===== src/sv/rplu_pkg.sv =====
// ----------------------------------------------------------------------------
// rplu_pkg
// Types and constants shared by the ring preference-list lookup unit.
// ----------------------------------------------------------------------------
`default_nettype none

package rplu_pkg;

    localparam int unsigned ID_W    = 4;   // physical node id width
    localparam int unsigned VIDX_W  = 4;   // virtual node index width
    localparam int unsigned HASH_W  = 64;  // key hash width
    localparam int unsigned LSIZE_W = 5;   // preference list size register width
    localparam int unsigned SEEN_W  = 1 << ID_W;

    localparam logic [LSIZE_W-1:0] LSIZE_RESET = 5'd3;
    localparam logic [LSIZE_W-1:0] LSIZE_MAX   = 5'd16;

    localparam logic FUNC_WRITE  = 1'b0;
    localparam logic FUNC_LOOKUP = 1'b1;

    typedef struct packed {
        logic              func;
        logic [VIDX_W-1:0] vnode_index;
        logic [ID_W-1:0]   owner_id;
        logic [HASH_W-1:0] key_hash;
    } t_in_item;

    typedef struct packed {
        logic [ID_W-1:0] node_id;
        logic [3:0]      list_position;
        logic            last;
    } t_out_item;

    // controller -> datapath
    typedef struct packed {
        logic accept;       // input word taken this cycle
        logic search_step;  // compare ring position with hash, advance
        logic walk_start;   // load start position, issue first read
        logic walk_step;    // consume one ring entry
        logic flush;        // move held entry to output as last
    } t_dp_cmd;

    // datapath -> controller
    typedef struct packed {
        logic search_done;
        logic walk_new;     // current entry has an owner not yet listed
        logic walk_end;     // current entry finishes the walk
        logic pend_valid;   // an entry is held back for its last flag
        logic out_free;     // output register can take a word
    } t_dp_status;

endpackage : rplu_pkg

`default_nettype wire


===== src/sv/rplu_ctrl.sv =====
// ----------------------------------------------------------------------------
// rplu_ctrl
// Sequencer for writes, ring search, ring walk and final flush.
// ----------------------------------------------------------------------------
`default_nettype none

module rplu_ctrl
    import rplu_pkg::*;
(
    input  wire logic       i_clk,
    input  wire logic       i_rst_n,
    input  wire logic       i_in_valid,
    input  wire logic       i_func,
    output logic            o_in_ready,
    input  wire t_dp_status i_sts,
    output t_dp_cmd         o_cmd
);

    localparam logic [1:0] ST_IDLE   = 2'd0;
    localparam logic [1:0] ST_SEARCH = 2'd1;
    localparam logic [1:0] ST_WALK   = 2'd2;
    localparam logic [1:0] ST_FLUSH  = 2'd3;

    logic [1:0] r_state;
    logic [1:0] n_state;
    logic       stall;

    // a new owner cannot displace the held entry while the output is full
    assign stall = i_sts.walk_new && i_sts.pend_valid && !i_sts.out_free;

    always_comb begin
        n_state    = r_state;
        o_cmd      = '0;
        o_in_ready = 1'b0;
        unique case (r_state)
            ST_IDLE: begin
                o_in_ready = 1'b1;
                if (i_in_valid) begin
                    o_cmd.accept = 1'b1;
                    if (i_func == FUNC_LOOKUP) begin
                        n_state = ST_SEARCH;
                    end
                end
            end
            ST_SEARCH: begin
                o_cmd.search_step = 1'b1;
                if (i_sts.search_done) begin
                    o_cmd.walk_start = 1'b1;
                    n_state          = ST_WALK;
                end
            end
            ST_WALK: begin
                if (!stall) begin
                    o_cmd.walk_step = 1'b1;
                    if (i_sts.walk_end) begin
                        n_state = ST_FLUSH;
                    end
                end
            end
            ST_FLUSH: begin
                if (i_sts.out_free) begin
                    o_cmd.flush = 1'b1;
                    n_state     = ST_IDLE;
                end
            end
            default: begin
                n_state = ST_IDLE;
            end
        endcase
    end

    always_ff @(posedge i_clk) begin
        if (!i_rst_n) begin
            r_state <= ST_IDLE;
        end else begin
            r_state <= n_state;
        end
    end

endmodule : rplu_ctrl

`default_nettype wire


===== src/sv/rplu_dp.sv =====
// ----------------------------------------------------------------------------
// rplu_dp
// Owner table, ring search, duplicate filter and output register.
// ----------------------------------------------------------------------------
`default_nettype none

module rplu_dp
    import rplu_pkg::*;
#(
    parameter int unsigned NUM_VNODES = 16,
    parameter int unsigned MAX_NODES  = 16
) (
    input  wire logic               i_clk,
    input  wire logic               i_rst_n,
    input  wire t_in_item           i_in,
    input  wire logic               i_cfg_valid,
    input  wire logic [LSIZE_W-1:0] i_cfg_data,
    input  wire t_dp_cmd            i_cmd,
    output t_dp_status              o_sts,
    output logic                    o_out_valid,
    input  wire logic               i_out_ready,
    output t_out_item               o_out
);

    localparam int unsigned AW = (NUM_VNODES > 1) ? $clog2(NUM_VNODES) : 1;
    localparam logic [AW-1:0] LAST_IDX = AW'(NUM_VNODES - 1);
    localparam logic [HASH_W-1:0] STEP =
        64'hFFFF_FFFF_FFFF_FFFF / 64'(NUM_VNODES);

    // owner table with per-entry valid bits (unwritten entry reads as node 0)
    logic [ID_W-1:0]       r_mem [NUM_VNODES];
    logic [NUM_VNODES-1:0] r_vld;
    logic [ID_W-1:0]       r_rd_data;
    logic                  r_rd_vld;

    logic [LSIZE_W-1:0] r_lsize;
    logic [LSIZE_W-1:0] r_want;
    logic [HASH_W-1:0]  r_hash;
    logic [HASH_W-1:0]  r_acc;
    logic [AW-1:0]      r_pos;
    logic [AW-1:0]      r_visit;
    logic [SEEN_W-1:0]  r_seen;
    logic [LSIZE_W-1:0] r_count;
    logic               r_pend_valid;
    logic [ID_W-1:0]    r_pend_id;
    logic [3:0]         r_pend_pos;
    logic               r_out_valid;
    t_out_item          r_out;

    logic               wr_en;
    logic [AW-1:0]      wr_addr;
    logic               rd_en;
    logic [AW-1:0]      rd_addr;
    logic               hit;
    logic [AW-1:0]      start_pos;
    logic [AW-1:0]      next_pos;
    logic [ID_W-1:0]    owner;
    logic               is_new;
    logic [LSIZE_W-1:0] count_inc;
    logic [LSIZE_W-1:0] want_eff;
    logic               out_free;
    logic               push_out;

    assign wr_en = i_cmd.accept && (i_in.func == FUNC_WRITE)
                   && ({28'd0, i_in.vnode_index} < 32'(NUM_VNODES))
                   && ({28'd0, i_in.owner_id} < 32'(MAX_NODES));
    assign wr_addr = AW'(i_in.vnode_index);

    assign hit       = (r_acc >= r_hash);
    assign start_pos = hit ? r_pos : '0;
    assign next_pos  = (r_pos == LAST_IDX) ? '0 : r_pos + AW'(1);

    assign rd_en   = i_cmd.walk_start || i_cmd.walk_step;
    assign rd_addr = i_cmd.walk_start ? start_pos : next_pos;

    assign owner     = r_rd_vld ? r_rd_data : '0;
    assign is_new    = !r_seen[owner];
    assign count_inc = r_count + LSIZE_W'(1);
    assign out_free  = !r_out_valid || i_out_ready;
    assign push_out  = i_cmd.walk_step && is_new && r_pend_valid;

    always_comb begin
        if (r_lsize == '0) begin
            want_eff = LSIZE_W'(1);
        end else if (r_lsize > LSIZE_MAX) begin
            want_eff = LSIZE_MAX;
        end else begin
            want_eff = r_lsize;
        end
    end

    assign o_sts.search_done = hit || (r_pos == LAST_IDX);
    assign o_sts.walk_new    = is_new;
    assign o_sts.walk_end    = (r_visit == LAST_IDX) || (is_new && count_inc == r_want);
    assign o_sts.pend_valid  = r_pend_valid;
    assign o_sts.out_free    = out_free;

    always_ff @(posedge i_clk) begin
        if (wr_en) begin
            r_mem[wr_addr] <= i_in.owner_id;
        end
        if (rd_en) begin
            r_rd_data <= r_mem[rd_addr];
        end
    end

    always_ff @(posedge i_clk) begin
        if (!i_rst_n) begin
            r_vld    <= '0;
            r_rd_vld <= 1'b0;
        end else begin
            if (wr_en) begin
                r_vld[wr_addr] <= 1'b1;
            end
            if (rd_en) begin
                r_rd_vld <= r_vld[rd_addr];
            end
        end
    end

    // control registers
    always_ff @(posedge i_clk) begin
        if (!i_rst_n) begin
            r_lsize      <= LSIZE_RESET;
            r_pend_valid <= 1'b0;
            r_out_valid  <= 1'b0;
        end else begin
            if (i_cfg_valid) begin
                r_lsize <= i_cfg_data;
            end
            if (i_cmd.walk_start || i_cmd.flush) begin
                r_pend_valid <= 1'b0;
            end else if (i_cmd.walk_step && is_new) begin
                r_pend_valid <= 1'b1;
            end
            if (push_out || i_cmd.flush) begin
                r_out_valid <= 1'b1;
            end else if (i_out_ready) begin
                r_out_valid <= 1'b0;
            end
        end
    end

    // payload registers
    always_ff @(posedge i_clk) begin
        if (i_cmd.accept) begin
            r_hash  <= i_in.key_hash;
            r_acc   <= '0;
            r_pos   <= '0;
            r_want  <= want_eff;
        end
        if (i_cmd.search_step && !o_sts.search_done) begin
            r_acc <= r_acc + STEP;
            r_pos <= r_pos + AW'(1);
        end
        if (i_cmd.walk_start) begin
            r_pos   <= start_pos;
            r_visit <= '0;
            r_seen  <= '0;
            r_count <= '0;
        end
        if (i_cmd.walk_step) begin
            r_pos   <= next_pos;
            r_visit <= r_visit + AW'(1);
            if (is_new) begin
                r_seen[owner] <= 1'b1;
                r_count       <= count_inc;
                r_pend_id     <= owner;
                r_pend_pos    <= r_count[3:0];
            end
        end
        if (push_out) begin
            r_out.node_id       <= r_pend_id;
            r_out.list_position <= r_pend_pos;
            r_out.last          <= 1'b0;
        end else if (i_cmd.flush) begin
            r_out.node_id       <= r_pend_id;
            r_out.list_position <= r_pend_pos;
            r_out.last          <= 1'b1;
        end
    end

    assign o_out_valid = r_out_valid;
    assign o_out       = r_out;

endmodule : rplu_dp

`default_nettype wire


===== src/sv/ring_preference_list_lookup_unit.sv =====
// ----------------------------------------------------------------------------
// ring_preference_list_lookup_unit
// Consistent-hashing ring: owner writes and preference-list lookups.
// ----------------------------------------------------------------------------
//
//  channel  | direction | handshake                 | word
//  ---------+-----------+---------------------------+-----------------------
//  in       | input     | i_in_valid / o_in_ready   | t_in_item
//  out      | output    | o_out_valid / i_out_ready | t_out_item
//  cfg      | input     | i_cfg_valid / o_cfg_ready | pref_list_size, 5 bits
//
//  A write word is done when it is accepted. A lookup runs an accept,
//  a search (one 64-bit ring position compare per cycle), a walk (one
//  owner table read per cycle unless a full output register holds it)
//  and a flush; the next word is taken only once the flush is done.
//  Reset is synchronous, active low; the owner table reads as node 0 until
//  written, and pref_list_size returns to 3.
//  A full output register holds the walk when a new owner must be passed on.
// ----------------------------------------------------------------------------
`default_nettype none

module ring_preference_list_lookup_unit
    import rplu_pkg::*;
#(
    parameter int unsigned NUM_VNODES = 16,
    parameter int unsigned MAX_NODES  = 16
) (
    input  wire logic               i_clk,
    input  wire logic               i_rst_n,
    // item input
    input  wire logic               i_in_valid,
    output logic                    o_in_ready,
    input  wire t_in_item           i_in,
    // result output
    output logic                    o_out_valid,
    input  wire logic               i_out_ready,
    output t_out_item               o_out,
    // configuration write
    input  wire logic               i_cfg_valid,
    output logic                    o_cfg_ready,
    input  wire logic [LSIZE_W-1:0] i_cfg_data
);

    t_dp_cmd    cmd;
    t_dp_status sts;

    // register writes land in any cycle
    assign o_cfg_ready = 1'b1;

    // sequence the search and walk
    rplu_ctrl u_ctrl (
        .i_clk      (i_clk),
        .i_rst_n    (i_rst_n),
        .i_in_valid (i_in_valid),
        .i_func     (i_in.func),
        .o_in_ready (o_in_ready),
        .i_sts      (sts),
        .o_cmd      (cmd)
    );

    // hold the table, filter duplicate owners, drive the output register
    rplu_dp #(
        .NUM_VNODES (NUM_VNODES),
        .MAX_NODES  (MAX_NODES)
    ) u_dp (
        .i_clk       (i_clk),
        .i_rst_n     (i_rst_n),
        .i_in        (i_in),
        .i_cfg_valid (i_cfg_valid),
        .i_cfg_data  (i_cfg_data),
        .i_cmd       (cmd),
        .o_sts       (sts),
        .o_out_valid (o_out_valid),
        .i_out_ready (i_out_ready),
        .o_out       (o_out)
    );

endmodule : ring_preference_list_lookup_unit

`default_nettype wire

===== config.mk =====
export PLATFORM = sky130hd
export DESIGN_NAME = ring_preference_list_lookup_unit
export DESIGN_NICKNAME = d
export VERILOG_FILES = /design/src/sv/rplu_pkg.sv /design/src/sv/rplu_ctrl.sv /design/src/sv/rplu_dp.sv /design/src/sv/ring_preference_list_lookup_unit.sv
export SDC_FILE = /design/constraint.sdc
export NUM_CORES = 1
export LEC_CHECK = 0
export ABC_AREA = 1
export ABC_CLOCK_PERIOD_IN_PS = 7900
export BUFFER_PORTS_ARGS = -buffer_cell sky130_fd_sc_hd__buf_2
export CAP_MARGIN = 15
export CORE_ASPECT_RATIO = 0.8
export CORE_MARGIN = 5
export CORE_UTILIZATION = 54
export CTS_CLUSTER_DIAMETER = 150
export DETAILED_ROUTE_END_ITERATION = 7
export PLACE_DENSITY = 0.73
export SLEW_MARGIN = 10
export SYNTH_ARGS = -nofsm -noshare
export SYNTH_HDL_FRONTEND = slang
export SYNTH_SLANG_ARGS = --single-unit
export TNS_END_PERCENT = 30

===== constraint.sdc =====
create_clock -name i_clk -period 7.9 [get_ports i_clk]
set_clock_uncertainty 0.05 [all_clocks]
set_input_delay 0.79 -clock i_clk [delete_from_list [all_inputs] [get_ports i_clk]]
set_output_delay 0.79 -clock i_clk [all_outputs]
set_load 0.02 [all_outputs]

==> results of run 1 <==
==> layer usage <==
| layer | global-route usage | part of all wire | up-vias |
|---|---|---|---|
| met4 | 0.0441 | 0.019 | 0 |
| met3 | 0.0458 | 0.076 | 47 |
| li1 | - | - | 5099 |
| met1 | 0.311 | 0.48 | 4765 |
| met2 | 0.307 | 0.42 | 353 |
| met5 | 0 | 0 | - |
==> critical path: stages, from the launching register on <==
cell and delay (ps):
edfxtp_1 450, ha_1 340, nand2_1 90, inv_1 50
nand2_1 50, nand2_1 40, a21oi_1 220, nand2_1 80
nor2_1 100, nand2_1 90, nand2_2 100, nand2_4 90
inv_2 100, nand2_1 70, nor2_1 300, inv_2 330
buf_4 360, nand2_2 100, buf_4 640
==> power breakdown <==
group          leakage [nW]  switching [mW]  internal, mW
combinational          3.50            1.46         0.708
sequential             2.53           0.340          2.05
clock                 0.466           0.552         0.796
total                  6.49            2.35          3.56
==> kinds of logic (layout without fill, tap and decap cells) <==
kind of cell               after synthesis  in the layout
AOI/OAI and AO/OA                      209            209
buffers and inverters                  260            380
other                                    1              1
and+or+nand+nor                        608            608
xor gates and xnor gates                45             45
DFF                                    273            273
adders and majority gates               74             74
==> cell type report <==
cell class	count	area share
sequential	273	0.495
multi-input combinational	937	0.331
inverter	232	0.0559
clock buffer	36	0.0502
timing repair buffer	97	0.0316
tap	324	0.0260
clock inverter	15	0.0100
==> final timing paths <==
check / start / endpoint / slack, ps / cells after the start
max: u_dp.r_acc[27] / u_dp.r_acc[12] / 3730 / 18
min: i_in[61] / u_dp.r_hash[61] / 360 / 1
max reg2reg: u_dp.r_acc[27] / u_dp.r_acc[12] / 3730 / 18
min reg2reg: u_dp.r_seen[2] / u_dp.r_seen[2] / 410 / 2
==> cell usage in the layout, fill, tap and decap left out, types with 17 or more instances in the layout <==
| cell | count |
|---|---|
| o21ai_0 | 55 |
| buf_2 | 93 |
| xor2_1 | 25 |
| o21ai_1 | 22 |
| xnor2_1 | 20 |
| edfxtp_1 | 225 |
| nand4_1 | 17 |
| clkbuf_16 | 29 |
| ha_1 | 74 |
| nand2_1 | 208 |
| nor2_1 | 238 |
| inv_1 | 219 |
| nand3_1 | 69 |
| dfxtp_1 | 48 |
| a21oi_1 | 94 |
==> registers in the layout (all words and copies together), names as in the netlist <==
register and flops:
u_dp.r_acc 64, u_dp.r_hash 64, u_dp.r_mem 64, u_dp.r_seen 16, u_dp.r_vld 16, u_dp.o_out 9
u_dp.r_count 5, u_dp.r_lsize 5, u_dp.r_want 5, u_dp.r_pend_id 4, u_dp.r_pend_pos 4, u_dp.r_pos 4
u_dp.r_rd_data 4, u_dp.r_visit 4, u_ctrl.r_state 2, u_dp.o_out_valid 1, u_dp.r_pend_valid 1, u_dp.r_rd_vld 1
==> per-stage QoR <==
| step | cell area, um2 | util | setup slack (ps) |
|---|---|---|---|
| final | 15600 | 0.616 | 3730 |
| after global routing | 15600 | 0.616 | 3480 |
| after CTS | 15600 | 0.616 | 3800 |
| after global placement | 14600 | 0.579 | 3930 |
| after detailed placement | 14600 | 0.579 | 3800 |
| after floorplan | 13900 | - | 3840 |
==> impl_results.md, run 1 <==
- Status: completed
- Post-Syn Area: 13900 um2
- Crit path capture type: flop
- Sequential area share after synthesis: 0.555
- Compound-cell area share of the yosys netlist: 0.0827
- Final Wtd Congestion: 0.895
- Core Area: 25300 um2
- Peak supply drop: 172 uV
- I/O Buffers: 93
- Footprint of the multi-input gates: 5170 um2
- Die area: 29100 um2
- Netlist cell types: 51
- Final period utilization: 0.528
- CTS tree: done
- Max-Slew Margin vs Limit: 0.323
- Largest family of logic cells by synthesized area: simple AND/OR/NAND/NOR gates
- Mux share of post-synthesis cell area: 0
- Power Total: 5.91 mW
- Crit start category: flop
- DRT iter0 DRCs: 894
- Setup_tns: 0 ps
- MaxCap Viol Count: 0
- Gate count of the mapped netlist: 1470
- Total grt overflow: 0
- Post-synthesis async set-or-reset flop share: 0
- Syn Nets: 1627
- Root Buffer: clkbuf_16
- Pre-Repair DR Iteration Count: 6
- Largest net degree at the start of global routing: 70
- Via count: 10300
- RSZ-0062 raised after global routing: false
- Std cell rows: 52
- DP HPWL: 21500 um
- Clock slew at reported path FFs: 60 ps
- Min Clock Period, post-route: 4170 ps
- Insertion delay to the later sink of the worst-skew pair: 550 ps
- Worst slew pin tran: 1010 ps
- Hold-fix buffers at CTS: 0
- CP Data Required Time: 8020 ps
- Commonest cells post-synth: 238 x nor2_1, 225 x edfxtp_1, 220 x inv_1
- Hold Path Class: input pin to flop
- Vias in the first global route: 9958
- Leading cell type by number of instances after synthesis: nor2_1
- FF/Latch Area: 7720 um2
- Top post-synthesis cells by area: edfxtp_1 49%, dfxtp_1 6.9%, ha_1 6.7%, nor2_1 6.4%, inv_1 5.9%
- Simple-Gate Fraction of Synth Area: 0.193
- Pleak: 6.49 nW
- Fmax: 0.240 GHz
- Final Routed Wirelength: 30300 um
- Initial core utilization: 0.550
- DIE WIDTH: 189 um
- YS warnings: 0
- Io pins: 95
- Gr usage total: 0.206
- Clk sinks: 273
- Cell Pwr Density: 379 nW/um2
- Layout area overhead: 12.1%
- Synth Area in Adders: 0.0666
- # H-tree levels: 1
- Cell taking the most area after synthesis: edfxtp_1
- Crit path DAT: 4290 ps
- Ant diodes: 0
- Num CTS Buffers: 28
- CTS resizes: 0
- Final hold slack: 364 ps
- Final setup violation count: 0
- Post-route non-filler standard cell count: 1914
- Post-synthesis xor/xnor area fraction: 0.0283
- Final #Nets: 1726
- Via density per instance: 5.36
- Share of cells above drive strength 1: 0.126
- Slew Limit Fails: 0
- WL per Instance: 15.8 um
- Synth top area share: 0.486
- # Post-CTS Setup Buffers: 0
- First-pass GRT wire length: 49600 um
- Seq cells post-synth: 273
- Fin. Hold Viols: 0
- Largest fanout on the critical path: 64
- Cells after DPL: 1862
- Mean Syn Cell Area: 9.46 um2
- Synth Flop Type: edfxtp_1
- Die Y: 154 um
- Initial antenna violation count: 0
- Clock buffer depth: 3
- Crit Path Class: flop to flop
- Detail Route Antenna Nets: 0
- Final routed DRC violation total: 0
- Fill count: 2076
- Post-synth EDFFs: 225
No activity file was read; power rests on OpenSTA's default activity.
==> run 2: changes to the inputs <==
--- a/config.mk
+++ b/config.mk
@@ -5,8 +5,8 @@
 export SDC_FILE = /design/constraint.sdc
 export NUM_CORES = 1
 export LEC_CHECK = 0
-export ABC_AREA = 1
-export ABC_CLOCK_PERIOD_IN_PS = 7900
+export ABC_AREA = 0
+export ABC_CLOCK_PERIOD_IN_PS = 3550
 export BUFFER_PORTS_ARGS = -buffer_cell sky130_fd_sc_hd__buf_2
 export CAP_MARGIN = 15
 export CORE_ASPECT_RATIO = 0.8
@@ -14,7 +14,7 @@
 export CORE_UTILIZATION = 54
 export CTS_CLUSTER_DIAMETER = 150
 export DETAILED_ROUTE_END_ITERATION = 7
-export PLACE_DENSITY = 0.73
+export PLACE_DENSITY = 0.76
 export SLEW_MARGIN = 10
 export SYNTH_ARGS = -nofsm -noshare
 export SYNTH_HDL_FRONTEND = slang
==> constraint.sdc (replaced) <==
create_clock -name i_clk -period 3.55 [get_ports i_clk]
set_clock_uncertainty 0.05 [all_clocks]
set_input_delay 0.355 -clock i_clk [delete_from_list [all_inputs] [get_ports i_clk]]
set_output_delay 0.355 -clock i_clk [all_outputs]
set_load 0.02 [all_outputs]
==> impl_results.md, run 2 <==
- Most frequent cells in the layout: 225 x edfxtp_1, 116 x buf_4, 98 x nor2_1
- Synth Flop Type: edfxtp_1
- Syn Nets: 1254
- DRT iter0 DRCs: 882
- DP HPWL: 20900 um
- Clock buffer depth: 3
- # H-tree levels: 1
- Fmax: 0.265 GHz
- Die area: 27900 um2
- Clk sinks: 273
- Crit path capture type: flop
- Status: complete, but fails checks
- Root Buffer: clkbuf_16
- Io pins: 95
- Leading cell type by number of instances after synthesis: edfxtp_1
- Mean Syn Cell Area: 12.1 um2
- Largest fanout on the critical path: 5
- Power Total: 14.2 mW
- Fin worst setup slack: -219 ps
- Top delay family on crit path: simple AND/OR/NAND/NOR gates
- Largest net degree at the start of global routing: 58
- RSZ-0062 raised after global routing: true
- Clock share of power: 0.214
- Clock slew at reported path FFs: 60 ps
- Sequential area share after synthesis: 0.580
- Std cell rows: 51
- Post-synthesis async set-or-reset flop share: 0
- Initial antenna violation count: 0
- Final setup violation count: 5
- WL per Instance: 18.1 um
- Sequential Power Share: 0.356
- Netlist cell types: 84
- Core Area: 24300 um2
- CP Data Required Time: 3780 ps
- Vias in the first global route: 9214
- Num CTS Buffers: 28
- Gr usage total: 0.213
- Worst path cell trace: ha_4 -> nand4_1 -> or4_4 -> nor3_4 -> nand3b_1 -> a2bb2oi_4 -> a21oi_4 -> buf_6 -> mux2_4 -> buf_4 -> a211oi_1 -> a211o_1 -> nand3_1
- Ant diodes: 0
- Crit Path Class: flop to flop
- Commonest non-fill, non-tap cell in the layout: edfxtp_1
- YS warnings: 0
- Via count: 9622
- Total grt overflow: 0
- Synth top area share: 0.508
- Final routed DRC violation total: 0
- Die Y: 150 um
- Crit start category: flop
- WP buf/inv: 2
- Min Clock Period, post-route: 3770 ps
- Detail Route Antenna Nets: 0
- Final Routed Wirelength: 31400 um
- Share of cells above drive strength 1: 0.235
- Post-synth EDFFs: 225
- Failing checks: setup timing
- Via density per instance: 5.56
- Sw Pwr: 4.98 mW
- Pre-Repair DR Iteration Count: 5
- Pleak: 6.78 nW
- Crit path DAT: 3990 ps
- First-pass GRT wire length: 47400 um
- Gate count of the mapped netlist: 1097
- Largest registers: u_dp.r_acc (64), u_dp.r_hash (64), u_dp.r_mem (64)
- Peak supply drop: 454 uV
- Max-Slew Margin vs Limit: 0.347
- Worst slew pin tran: 973 ps
- Net Sw Frac: 0.352
- Hold Path Class: input pin to flop
- Slew Limit Fails: 0
- Fin. Hold Viols: 0
- Final #Nets: 1548
- Setup_tns: -624 ps
- Final Wtd Congestion: 0.885
- Seq cells post-synth: 273
- Commonest cells post-synth: 225 x edfxtp_1, 99 x nor2_1, 87 x nand2_1
- CTS tree: done
- Layout area overhead: 26.9%
- Slowest CP cell: or4_4
- Post-Syn Area: 13300 um2
- Worst slack, placed: -122 ps
- Worst path max stage delay: 610 ps
- Insertion delay to the later sink of the worst-skew pair: 540 ps
- DIE WIDTH: 185 um
- I/O Buffers: 93
- Logic pwr share: 0.430
- Internal power: 9.18 mW
- MaxCap Viol Count: 0
- Cell taking the most area after synthesis: edfxtp_1
- Top post-synthesis cells by area: edfxtp_1 51%, dfxtp_1 7.2%, ha_1 7.0%, mux2i_1 3.2%, nor2_1 2.8%
- Initial core utilization: 0.547
- Cell Pwr Density: 839 nW/um2
- Final period utilization: 1.06
[run 2: changes by cell type in the layout (fill, tap and decap cells not counted), sizes merged, moves of 44 or more]
cell	previous run	this run
inv	233	76
dlygate4sd3	0	65
a21oi	95	39
nor2	251	100
nand2	220	87
buf	96	222
o21ai	78	28
mux2i	0	44
[run 2: path summary, 6_finish.rpt]
check | depth (start not counted) | slack, ps | to | from
min | 3 | 40 | u_dp.r_lsize[0] | i_cfg_data[0]
max reg2reg | 13 | -220 | u_dp.r_rd_data[2] | u_dp.r_acc[58]
max | 13 | -220 | u_dp.r_rd_data[2] | u_dp.r_acc[58]
min reg2reg | 2 | 400 | u_dp.r_seen[1] | u_dp.r_seen[1]
[run 2: worst min-delay path: stages]
cell	delay [ps]
buf_2	110
mux2i_1	70
nand2_1	60
[run 2: what timing repair did]
item	CTS	global route
pin swaps	2	15
hold buffers	65	0
endpoints found under the setup margin	6	41
buffers inserted	1	11
resized for setup	8	21
cloned	0	6
hold endpoints to repair	65	0
[run 2: area by class of cell]
class,count,area [um2]
Sequential cell,273,7720
Fill cell,1660,7430
Multi-Input combinational cell,723,5270
Timing Repair Buffer,289,2240
Clock buffer,37,827
Tap cell,318,398
Inverter,76,285
Clock inverter,15,143
[run 2: metal layers]
metal / track usage / share of wire / routed length (um) / vias up
li1: - / - / - / 4603
met4: 0.0517 / 0.025 / 769 / 0
met2: 0.335 / 0.45 / 14200 / 383
met5: 0 / 0 / 0 / -
met3: 0.0278 / 0.078 / 2450 / 54
met1: 0.316 / 0.44 / 13900 / 4582
[run 2: power by group through the flow]
stage	sequential, mW	clock (mW)	combinational [mW]
global route	5.11	3.22	6.61
finish	5.04	3.03	6.08
floorplan	5.10	0	3.41
global placement	5.03	0	5.15
detailed placement	5.06	0	5.39
CTS	5.01	3.07	5.55
[run 2: per-stage QoR]
step | utilization | instances | area [um2] | hold WS [ps]
finish | 0.694 | 1731 | 16900 | 36.9
global route | 0.694 | 1731 | 16900 | 33.7
CTS | 0.682 | 1714 | 16600 | 27.5
detailed placement | 0.614 | 1596 | 14900 | 395
global placement | 0.614 | 1596 | 14900 | 382
floorplan | - | 1097 | 13300 | 370
[run 2: kinds of logic (layout without fill, tap and decap cells)]
group                      Yosys count  count (layout)  share of synthesized area
muxes                               50              53                     0.0390
other                                1               1                   0.000282
AOI/OAI and AO/OA                  163             163                     0.0888
and+or+nand+nor                    370             370                      0.144
adders and majority gates           74              74                     0.0696
buffers and inverters              104             417                     0.0370
DFF                                273             273                      0.580
xor gates and xnor gates            62              62                     0.0408
